--- src/rtl/ttg_pkg.sv ---
// ----------------------------------------------------------------------------
// ttg_pkg
// Shared types and constants for the triangle tone generator.
// ----------------------------------------------------------------------------
package ttg_pkg;

    localparam int PHASE_W = 18;                 // phase, rate and step width
    localparam int AMP_W   = 15;                 // peak level width
    localparam int OUT_W   = 16;                 // sample width
    localparam int QTR_W   = PHASE_W - 2;        // rate / 4
    localparam int NUM_W   = AMP_W + PHASE_W;    // peak * offset
    localparam int QUOT_W  = 17;                 // quotient never reaches 3 * peak + 1
    localparam int SUM_W   = QUOT_W + 2;         // signed sample before clamp
    localparam int CNT_W   = $clog2(NUM_W);
    localparam int CFG_A_W = 2;

    localparam logic [PHASE_W-1:0] RATE_RST = PHASE_W'(48000);
    localparam logic [PHASE_W-1:0] STEP_RST = PHASE_W'(440);
    localparam logic [AMP_W-1:0]   PEAK_RST = AMP_W'(6000);

    localparam logic signed [SUM_W-1:0] SAT_HI = SUM_W'(32767);
    localparam logic signed [SUM_W-1:0] SAT_LO = -SUM_W'(32767);

    typedef enum logic [CFG_A_W-1:0] {
        REG_SAMPLE_RATE = 2'd0,
        REG_TONE_STEP   = 2'd1,
        REG_PEAK_LEVEL  = 2'd2
    } cfg_idx_t;

    typedef enum logic [2:0] {
        ST_IDLE,
        ST_SETUP,
        ST_MUL,
        ST_DIV_START,
        ST_DIV_WAIT,
        ST_DONE
    } ttg_state_t;

    typedef enum logic [1:0] {
        SEG_RISE,
        SEG_FALL,
        SEG_RETURN
    } seg_t;

    typedef struct packed {
        logic                start;
        logic [NUM_W-1:0]    num;
        logic [QTR_W-1:0]    den;
    } div_req_t;

    typedef struct packed {
        logic                done;
        logic [QUOT_W-1:0]   quot;
    } div_rsp_t;

endpackage

--- src/rtl/ttg_div.sv ---
// ----------------------------------------------------------------------------
// ttg_div
// Restoring shift-subtract divider, one quotient bit per cycle.
// ----------------------------------------------------------------------------
module ttg_div import ttg_pkg::*; (
    input  logic     aclk,
    input  logic     aresetn,
    input  div_req_t req,
    output div_rsp_t rsp
);

    logic               busy_reg, busy_next;
    logic               done_reg, done_next;
    logic [CNT_W-1:0]   cnt_reg, cnt_next;
    logic [QTR_W-1:0]   rem_reg, rem_next;
    logic [NUM_W-1:0]   num_reg, num_next;
    logic [QTR_W-1:0]   den_reg, den_next;

    logic [QTR_W:0]     shifted;
    logic [QTR_W:0]     diff;
    logic               ge;

    assign shifted = {rem_reg, num_reg[NUM_W-1]};
    assign diff    = shifted - {1'b0, den_reg};
    assign ge      = (shifted >= {1'b0, den_reg});

    always_comb begin
        busy_next = busy_reg;
        done_next = 1'b0;
        cnt_next  = cnt_reg;
        rem_next  = rem_reg;
        num_next  = num_reg;
        den_next  = den_reg;
        if (req.start) begin
            busy_next = 1'b1;
            cnt_next  = '0;
            rem_next  = '0;
            num_next  = req.num;
            den_next  = req.den;
        end else if (busy_reg) begin
            rem_next = ge ? diff[QTR_W-1:0] : shifted[QTR_W-1:0];
            num_next = {num_reg[NUM_W-2:0], ge};
            cnt_next = cnt_reg + CNT_W'(1);
            if (cnt_reg == CNT_W'(NUM_W - 1)) begin
                busy_next = 1'b0;
                done_next = 1'b1;
            end
        end
    end

    always_ff @(posedge aclk) begin
        if (!aresetn) begin
            busy_reg <= 1'b0;
            done_reg <= 1'b0;
            cnt_reg  <= '0;
        end else begin
            busy_reg <= busy_next;
            done_reg <= done_next;
            cnt_reg  <= cnt_next;
        end
    end

    always_ff @(posedge aclk) begin
        rem_reg <= rem_next;
        num_reg <= num_next;
        den_reg <= den_next;
    end

    assign rsp.done = done_reg;
    assign rsp.quot = num_reg[QUOT_W-1:0];

`ifndef SYNTH
    a_done_after_busy: assert property (@(posedge aclk) disable iff (!aresetn)
        done_reg |-> $past(busy_reg))
        else $error("divider done without a running division");
    a_no_start_busy: assert property (@(posedge aclk) disable iff (!aresetn)
        busy_reg |-> !req.start)
        else $error("divider restarted while busy");
    a_done_pulse: assert property (@(posedge aclk) disable iff (!aresetn)
        done_reg |=> !done_reg)
        else $error("divider done held longer than one cycle");
`endif

endmodule

--- src/rtl/triangle_tone_generator.sv ---
// Sequence: an accepted input transaction runs through SETUP, MUL, DIV_START, DIV_WAIT
// and DONE to m_valid; DIV_START and DIV_WAIT are skipped when the sample is forced to zero
// (phase at or above the rate, or quarter of zero). The serial divider yields one quotient
// bit per cycle, and s_ready is high only while idle, so a new input waits for DONE.
// A finished sample waits in the output register while the next frame runs.
// Reset (aresetn, synchronous, active low): phase cleared, rate 48000, step 440,
// peak 6000, output empty.
// ----------------------------------------------------------------------------
// triangle_tone_generator
// DDS triangle wave: phase accumulator plus a sequencer around a single divider.
// ----------------------------------------------------------------------------
module triangle_tone_generator import ttg_pkg::*; (
    input  logic                    aclk,
    input  logic                    aresetn,
    input  logic                    cfg_wr_en,
    input  logic [CFG_A_W-1:0]      cfg_addr,
    input  logic [PHASE_W-1:0]      cfg_wdata,
    input  logic                    s_valid,
    output logic                    s_ready,
    input  logic                    s_restart,
    output logic                    m_valid,
    input  logic                    m_ready,
    output logic signed [OUT_W-1:0] m_tone_out
);

    ttg_state_t state_reg, state_next;

    logic [PHASE_W-1:0] rate_reg, step_reg;
    logic [AMP_W-1:0]   peak_reg;
    logic [PHASE_W-1:0] phase_acc_reg;
    logic [PHASE_W-1:0] ph_reg;
    logic [PHASE_W-1:0] d_reg;
    seg_t               seg_reg;
    logic               zero_reg;
    logic [NUM_W-1:0]   prod_reg;
    logic [QUOT_W-1:0]  quot_reg;
    logic               m_valid_reg;
    logic signed [OUT_W-1:0] tone_reg;

    logic               accept;
    logic               load_out;
    div_req_t           div_req;
    div_rsp_t           div_rsp;

    logic [QTR_W-1:0]   quarter;
    logic [PHASE_W-1:0] q_ext, q3;
    logic [PHASE_W:0]   sum, wrapped;
    logic signed [SUM_W-1:0] quot_s, peak_s, samp, samp_sat;

    assign accept  = s_valid && s_ready;
    assign quarter = rate_reg[PHASE_W-1:2];
    assign q_ext   = {2'b00, quarter};
    assign q3      = PHASE_W'({1'b0, quarter, 1'b0}) + q_ext;

    // phase advance: one conditional wrap, then truncate to the phase width
    assign sum     = {1'b0, ph_reg} + {1'b0, step_reg};
    assign wrapped = (sum >= {1'b0, rate_reg}) ? sum - {1'b0, rate_reg} : sum;

    always_comb begin
        state_next  = state_reg;
        s_ready     = 1'b0;
        load_out    = 1'b0;
        div_req.start = 1'b0;
        div_req.num   = prod_reg;
        div_req.den   = quarter;
        case (state_reg)
            ST_IDLE: begin
                s_ready = 1'b1;
                if (s_valid) begin
                    state_next = ST_SETUP;
                end
            end
            ST_SETUP: begin
                state_next = ST_MUL;
            end
            ST_MUL: begin
                state_next = zero_reg ? ST_DONE : ST_DIV_START;
            end
            ST_DIV_START: begin
                div_req.start = 1'b1;
                state_next    = ST_DIV_WAIT;
            end
            ST_DIV_WAIT: begin
                if (div_rsp.done) begin
                    state_next = ST_DONE;
                end
            end
            ST_DONE: begin
                if (!m_valid_reg || m_ready) begin
                    load_out   = 1'b1;
                    state_next = ST_IDLE;
                end
            end
            default: begin
                state_next = ST_IDLE;
            end
        endcase
    end

    ttg_div u_div (
        .aclk    (aclk),
        .aresetn (aresetn),
        .req     (div_req),
        .rsp     (div_rsp)
    );

    always_ff @(posedge aclk) begin
        if (!aresetn) begin
            state_reg     <= ST_IDLE;
            rate_reg      <= RATE_RST;
            step_reg      <= STEP_RST;
            peak_reg      <= PEAK_RST;
            phase_acc_reg <= '0;
            m_valid_reg   <= 1'b0;
        end else begin
            state_reg <= state_next;
            if (cfg_wr_en) begin
                case (cfg_addr)
                    REG_SAMPLE_RATE: rate_reg <= cfg_wdata;
                    REG_TONE_STEP:   step_reg <= cfg_wdata;
                    REG_PEAK_LEVEL:  peak_reg <= cfg_wdata[AMP_W-1:0];
                    default: ;
                endcase
            end
            if (state_reg == ST_SETUP) begin
                phase_acc_reg <= wrapped[PHASE_W-1:0];
            end
            if (load_out) begin
                m_valid_reg <= 1'b1;
            end else if (m_ready) begin
                m_valid_reg <= 1'b0;
            end
        end
    end

    // datapath
    always_ff @(posedge aclk) begin
        if (accept) begin
            ph_reg <= s_restart ? '0 : phase_acc_reg;
        end
        if (state_reg == ST_SETUP) begin
            zero_reg <= (ph_reg >= rate_reg) || (quarter == '0);
            if (ph_reg < q_ext) begin
                seg_reg <= SEG_RISE;
                d_reg   <= ph_reg;
            end else if (ph_reg < q3) begin
                seg_reg <= SEG_FALL;
                d_reg   <= ph_reg - q_ext;
            end else begin
                seg_reg <= SEG_RETURN;
                d_reg   <= ph_reg - q3;
            end
        end
        if (state_reg == ST_MUL) begin
            prod_reg <= NUM_W'(peak_reg) * NUM_W'(d_reg);
        end
        if (div_rsp.done) begin
            quot_reg <= div_rsp.quot;
        end
        if (load_out) begin
            tone_reg <= samp_sat[OUT_W-1:0];
        end
    end

    assign quot_s = {2'b00, quot_reg};
    assign peak_s = {{(SUM_W-AMP_W){1'b0}}, peak_reg};

    always_comb begin
        case (seg_reg)
            SEG_RISE:   samp = quot_s;
            SEG_FALL:   samp = peak_s - quot_s;
            SEG_RETURN: samp = quot_s - peak_s;
            default:    samp = '0;
        endcase
        if (zero_reg) begin
            samp_sat = '0;
        end else if (samp > SAT_HI) begin
            samp_sat = SAT_HI;
        end else if (samp < SAT_LO) begin
            samp_sat = SAT_LO;
        end else begin
            samp_sat = samp;
        end
    end

    assign m_valid    = m_valid_reg;
    assign m_tone_out = tone_reg;

`ifndef SYNTH
    a_accept_to_setup: assert property (@(posedge aclk) disable iff (!aresetn)
        accept |=> state_reg == ST_SETUP)
        else $error("accepted transaction did not start setup");
    a_load_sets_valid: assert property (@(posedge aclk) disable iff (!aresetn)
        load_out |=> m_valid_reg)
        else $error("finished sample not presented");
    a_div_done_waiting: assert property (@(posedge aclk) disable iff (!aresetn)
        div_rsp.done |-> state_reg == ST_DIV_WAIT)
        else $error("divider finished outside the wait state");
    a_sample_range: assert property (@(posedge aclk) disable iff (!aresetn)
        m_valid_reg |-> m_tone_out != 16'sh8000)
        else $error("sample outside saturation range");
`endif

endmodule
--- config.mk ---
export PLATFORM = sky130hd
export DESIGN_NAME = triangle_tone_generator
export DESIGN_NICKNAME = d
export VERILOG_FILES = /design/src/rtl/ttg_pkg.sv /design/src/rtl/ttg_div.sv /design/src/rtl/triangle_tone_generator.sv
export SDC_FILE = /design/constraint.sdc
export NUM_CORES = 1
export LEC_CHECK = 0
export BUFFER_PORTS_ARGS = -buffer_cell sky130_fd_sc_hd__buf_2
export CAP_MARGIN = 20
export CORE_MARGIN = 1.5
export CORE_UTILIZATION = 59
export CTS_BUF_LIST = sky130_fd_sc_hd__clkbuf_4 sky130_fd_sc_hd__clkbuf_8 sky130_fd_sc_hd__clkbuf_16
export DETAILED_ROUTE_END_ITERATION = 8
export HOLD_SLACK_MARGIN = 0.06
export PLACE_DENSITY = 0.81
export SYNTH_ARGS = -nofsm -noshare
export SYNTH_HDL_FRONTEND = slang
export SYNTH_SLANG_ARGS = --single-unit
--- constraint.sdc ---
create_clock -name aclk -period 5.7 [get_ports aclk]
set_input_delay 0 -clock aclk [delete_from_list [all_inputs] [get_ports aclk]]
set_output_delay 0 -clock aclk [all_outputs]
set_load 0.1 [all_outputs]
# Word level (Yosys, flattened, before mapping)
# Cells that the tools add are included.
[totals]
register_bits = 251
inputBits = 26
out_inout_bits = 18
elab_cells = 94
[op_classes]
add_sub_neg = 9
mul = 1
n_lt_le_gt_ge = 7
eq_ne = 13
n_mux = 25
bitwise = 2
reduce_logical = 17
[ops]
columns = ["op", "count"]
rows = [
  ["33-bit 2-to-1 mux", 2],
  ["19-bit case mux with 3 select lines", 1],
  ["18-bit 2-to-1 mux", 3],
  ["18-bit subtractor", 2],
  ["15-bit by 18-bit multiplier with 33-bit output", 1],
  ["16-bit 2-to-1 mux", 2],
  ["18-bit by 18-bit adder with 19-bit output", 1],
  ["19-bit by 18-bit greater-or-equal comparator with 1-bit output", 1],
  ["19-bit by 16-bit > comparator with 1-bit output (second input constant)", 1],
  ["19-bit by 16-bit less-than comparator with 1-bit output (second input constant)", 1],
  ["17-bit by 16-bit adder with 18-bit output", 1],
  ["18-bit greater-or-equal comparator", 1],
  ["18-bit by 16-bit less-than comparator with 1-bit output", 1],
  ["18-bit less-than comparator", 1],
  ["3-bit case mux with 6 select lines", 1],
  ["15-bit by 17-bit subtractor with 18-bit output", 1],
  ["17-bit by 15-bit subtractor with 18-bit output", 1],
  ["18-bit by 16-bit subtractor with 18-bit output", 1],
  ["17-bit by 16-bit greater-or-equal comparator with 1-bit output", 1],
  ["16-bit logical NOT", 1],
  ["16-bit subtractor", 1],
  ["15-bit 2-to-1 mux", 1],
  ["3-bit 2-to-1 mux", 4],
  ["1-bit 2-to-1 mux", 10],
  ["21 further kinds", 33],
]

# Logic depth before layout (Yosys ltp)
[logic_depth]
ltp_word = 5
ltp_mapped = 25
mapped_depth_nobuf = 23

# By module
# Synthesis repeated with hierarchy kept, for this count alone.
[hier_totals]
hier_cells = 2753
area_unflattened_um2 = 25285.5
[modules_own_cells]
columns = ["module", "n_inst", "cells_per_inst", "area_each_um2", "seq_area_each_um2"]
rows = [
  ["triangle_tone_generator", 1, 2405, 21351.7, 4614.4],
  ["ttg_div", 1, 348, 3933.8, 1951.9],
]

# Worst setup path before layout
# OpenSTA, ideal clock, no wires.
[synth_path]
path_type = "register to register"
start = "register d_reg[2]"
end = "register prod_reg[30], data pin"
setup_time_ns = 0.259
arrival_ns = 5.971
t_required_ns = 5.441
path_slack_ns = -0.530
path_stages_with_launch = 24
path_buffers = 1
period_less_slack_ns = 6.230
path_cell_list = "edfxtp_1 > clkbuf_1 > and2_1 > fa_1 > inv_1 > fa_1 > inv_1 > ha_1 > ha_1 > inv_1 > fa_1 > fa_1 > inv_1 > ha_1 > and3_1 > a221o_1 > o211ai_1 > a21oi_1 > o221a_2 > or2_2 > a211oi_1 > o21bai_1 > a21o_1 > xor2_1"
[synth_between]
elab_chain_cells = 1
[synth_rtl]
columns = ["item", "line", "rtl"]
rows = [
  ["from (decl)", "triangle_tone_generator.sv:32", "logic [PHASE_W-1:0] d_reg;"],
  ["from (signal assigned)", "triangle_tone_generator.sv:145", "d_reg <= ph_reg;"],
  ["from (signal assigned)", "triangle_tone_generator.sv:148", "d_reg <= ph_reg - q_ext;"],
  ["from (signal assigned)", "triangle_tone_generator.sv:151", "d_reg <= ph_reg - q3;"],
  ["15-bit by 18-bit multiplier with 33-bit output", "triangle_tone_generator.sv:155", "prod_reg <= NUM_W'(peak_reg) * NUM_W'(d_reg);"],
  ["to (signal assigned)", "triangle_tone_generator.sv:155", ""],
  ["to (decl)", "triangle_tone_generator.sv:35", "logic [NUM_W-1:0] prod_reg;"],
]
# Every way passes these cells.
# A chain may end at the register's enable or synchronous reset.

# Worst setup path after layout
[layout_path]
start = "register d_reg[11]"
end = "register prod_reg[32], data pin"
# The elaborated chain is that of the path after synthesis.

==> results_dict.tcl <==
set metrics [dict create \
    outcome "finished, violations left" \
    violations "setup timing" \
    drtPass1Iterations 7 \
    worstMarginPinSlew_ns 1.104 \
    synthXorXnorAreaFrac 0.04201 \
    rsz0062_at_grt "true" \
    grt_pass1_vias 21400 \
    num-fill-cells 2879 \
    cp_common_cell "fa_1" \
    wirelength_um 69200 \
    antenna_found_initial 2 \
    path_delay_family "adder cells" \
    core_um2 41200 \
    netlist_instances 2766 \
    area_growth_pct 16.30 \
    viasPerCell 6.029 \
    die_y_um 208.1 \
    synth_flop_cell "edfxtp_1" \
    path_max_fanout 3 \
    crit_chain "and2_1, fa_1, inv_1, fa_1, inv_1, fa_1, fa_1, fa_1, inv_1, fa_1, inv_1, ha_4, a21oi_2, a21oi_2, o221a_4, or2_4, a211oi_4, o21ai_1, a21oi_1, xnor2_1" \
    synthSimpleGateAreaFrac 0.1702 \
    min_to "peak_reg[14]$_SDFFE_PN0P_" \
    drtAntennaViolNets 0 \
    gp_congestion 0.9896 \
    setup_ws_ns -0.5068 \
    synth_edf_count 154 \
    clock_path_buffers 3 \
    postPlaceCellArea_um2 26550 \
    cp-end-kind "flip-flop" \
    min_from "cfg_wr_en" \
    clk_pin_slew_worst_paths_ns 0.06 \
    rows 74 \
    synth_top_family_by_area "adder cells" \
    final-hold-violation-count 0 \
    final_max_slew_viol_count 0 \
    ios 44 \
    setup_viol 15 \
    worst_ep_arrival_time_ns 6.54 \
    yosysWarnings 0 \
    grt-ovfl-total 0 \
    final_nets 3434 \
    synth-seq-cells 251 \
    die_x_um 208.1 \
    diodes 0 \
    whs_path_depth 4 \
    synth-compound-area-share 0.1393 \
    rr_endpoint "prod_reg[32]$_DFFE_PP_" \
    drive_gt1_frac 0.1409 \
    clk_latency_ns 0.59 \
    ys_async_sr_fraction 0 \
    htree_levels 1 \
    drcViolationCount 0 \
    synth_adder_area_share 0.3023 \
    grt_util_all_layers 0.3086 \
    ys_seq_area_frac 0.2647 \
    rr_startpoint "d_reg[11]$_DFFE_PP_" \
    finClkSkew_ns 0.02071 \
    dieArea_um2 43290 \
    rrSetupSlack_ns -0.51 \
    cts_buffers 28 \
    drv_cap 0 \
    required_ns 6.03 \
    grt_pass1_wl_um 108000 \
    io_buffers 43 \
    clock-root-buffer "clkbuf_16" \
    critPathLaunchType "flip-flop" \
    netlist_area_um2 24810 \
    cp_slowest_cell "fa_1" \
    cp_slowest_stage_delay_ns 0.56 \
    design_area_um2 28850 \
    rr_worst_depth 20 \
    synth_fp_nets 3263 \
    cp.buffers_inverters 4 \
    initial_core_util 0.6022 \
    setup.worst_path.class "reg -> reg" \
    vias 21050 \
    fin_crit_ns 6.207 \
    synth_mux_area_frac 0.01256 \
    cts.sinks 251 \
    grt_max_degree 57 \
    post-route-period-util 1.089 \
    hpwl_um 51400 \
    syn_avg_cell_area_um2 8.970 \
    synth_cell_types 77 \
    drtIter0Drc 1811 \
    max_slew_margin 0.2638 \
    maxClockFrequency_mhz 161.1 \
    hold_class "in -> reg" \
    worstSetupStartpoint "d_reg[11]$_DFFE_PP_" \
    routedWlPerCell_um 19.82 \
    cts_tree "yes" \
]
-- synth_stat cells, types with 6 or more instances --
| cell type | number | share of area |
|---|---|---|
| o21ai_0 | 107 | 0.022 |
| o21a_1 | 27 | 0.0082 |
| a221o_1 | 7 | 0.0028 |
| xor2_1 | 41 | 0.014 |
| o31ai_1 | 9 | 0.0027 |
| a31oi_1 | 13 | 0.0033 |
| a21o_1 | 49 | 0.015 |
| nor4_1 | 6 | 0.0015 |
| buf_2 | 11 | 0.0022 |
| and3_1 | 12 | 0.0030 |
| o211ai_1 | 23 | 0.0070 |
| o2111ai_1 | 6 | 0.0021 |
| or2_2 | 7 | 0.0018 |
| buf_1 | 6 | 0.00091 |
| dfxtp_1 | 97 | 0.078 |
| nand2_1 | 407 | 0.062 |
| a211oi_1 | 17 | 0.0051 |
| o32ai_1 | 8 | 0.0028 |
| clkbuf_1 | 90 | 0.014 |
| nand4_1 | 16 | 0.0040 |
| mux2i_1 | 30 | 0.012 |
| nor2_1 | 132 | 0.020 |
| o22ai_1 | 13 | 0.0033 |
| ha_1 | 257 | 0.13 |
| nor2b_1 | 38 | 0.0096 |
| nand3_1 | 29 | 0.0059 |
| inv_1 | 339 | 0.051 |
| xnor2_1 | 78 | 0.028 |
| edfxtp_1 | 154 | 0.19 |
| or3_1 | 13 | 0.0033 |
| and2_1 | 159 | 0.040 |
| a21oi_1 | 186 | 0.038 |
| nand2b_1 | 19 | 0.0048 |
| nor3_1 | 42 | 0.0085 |
| o21bai_1 | 19 | 0.0057 |
| fa_1 | 214 | 0.17 |
-- cells in the final DEF (no fill, tap or decap), drive strengths merged, types with 34 or more instances in the layout --
| cell type | Yosys | layout |
|---|---|---|
| a21o | 49 | 49 |
| edfxtp | 154 | 154 |
| dfxtp | 97 | 97 |
| xor2 | 41 | 41 |
| nor3 | 43 | 43 |
| fa | 214 | 214 |
| inv | 340 | 341 |
| clkbuf | 90 | 34 |
| buf | 18 | 220 |
| nor2b | 38 | 38 |
| nand2 | 407 | 407 |
| o21ai | 110 | 110 |
| and2 | 159 | 159 |
| xnor2 | 78 | 78 |
| nor2 | 132 | 132 |
| a21oi | 186 | 186 |
| ha | 257 | 257 |
-- kinds of logic (layout without fill, tap and decap cells) --
family                     count (synthesis)  in the layout
and+or+nand+nor                          899            899
adders and majority gates                471            471
xor gates and xnor gates                 119            119
AOI/OAI and AO/OA                        545            545
DFF                                      251            251
buffers and inverters                    450            643
muxes                                     31             31
-- metrics by stage --
stage	hold WS (ns)	setup WS, ns	utilization	setup TNS (ns)	instances
after floorplan	0.1242	-0.06460	-	-0.07185	2766
after global placement	0.2747	-0.2627	0.6443	-1.014	3366
after detailed placement	0.2839	-0.3439	0.6443	-2.224	3366
after CTS	0.07588	-0.2224	0.6842	-1.195	3464
after global routing	0.1467	-0.6921	0.7003	-6.338	3491
final	0.07845	-0.5068	0.7003	-3.733	3491
-- per-layer routing --
metal | GRT usage | wire length, µm | share of wire | up-vias
met5 | 0 | 15 | 0.00022 | -
met1 | 0.3847 | 27440 | 0.40 | 10140
met4 | 0.1233 | 3050 | 0.044 | 2
met3 | 0.05042 | 5361 | 0.077 | 264
met2 | 0.5352 | 33330 | 0.48 | 1012
li1 | - | - | - | 9628
-- worst register-to-register path: cells and delay by family, from the launching register on --
kind                     cells  cell delay, ns
flip-flops                   1            0.41
XOR/XNOR                     1            0.10
adder cells (fa/ha/maj)      7            3.40
AO/OA/AOI/OAI                6            1.33
buffers and inverters        4            0.26
AND/OR/NAND/NOR              2            0.46
-- layout make-up --
type	count	area (µm²)	share of cell area
Clock buffer	34	782.0	0.02710
Clock inverter	18	306.5	0.01062
Inverter	342	1284	0.04449
Multi-Input combinational cell	2065	17170	0.5950
Sequential cell	251	6581	0.2281
Tap cell	532	665.6	0.02307
Timing Repair Buffer	249	2066	0.07159
-- how the worst max path moves through the flow --
stage                     depth (start not counted)                      to  slack [ns]
after floorplan                                  23  prod_reg[30]$_DFFE_PP_       -0.06
after global placement                           22  prod_reg[30]$_DFFE_PP_       -0.26
after detailed placement                         22  prod_reg[30]$_DFFE_PP_       -0.34
after CTS                                        22  prod_reg[30]$_DFFE_PP_       -0.22
after global routing                             20  prod_reg[32]$_DFFE_PP_       -0.69
final                                            20  prod_reg[32]$_DFFE_PP_       -0.51
-- what timing repair did --
item	4_1_cts	5_1_grt
hold endpoints to repair	72	0
pin swaps	18	79
gates cloned	0	0
hold buffers	29	0
endpoints found under the setup margin	14	18
resized for setup	37	108
setup buffers	17	30
Power is left out: the tool's default activity adds up to more than one toggle a clock period on the data nets, which glitch-free logic cannot reach.
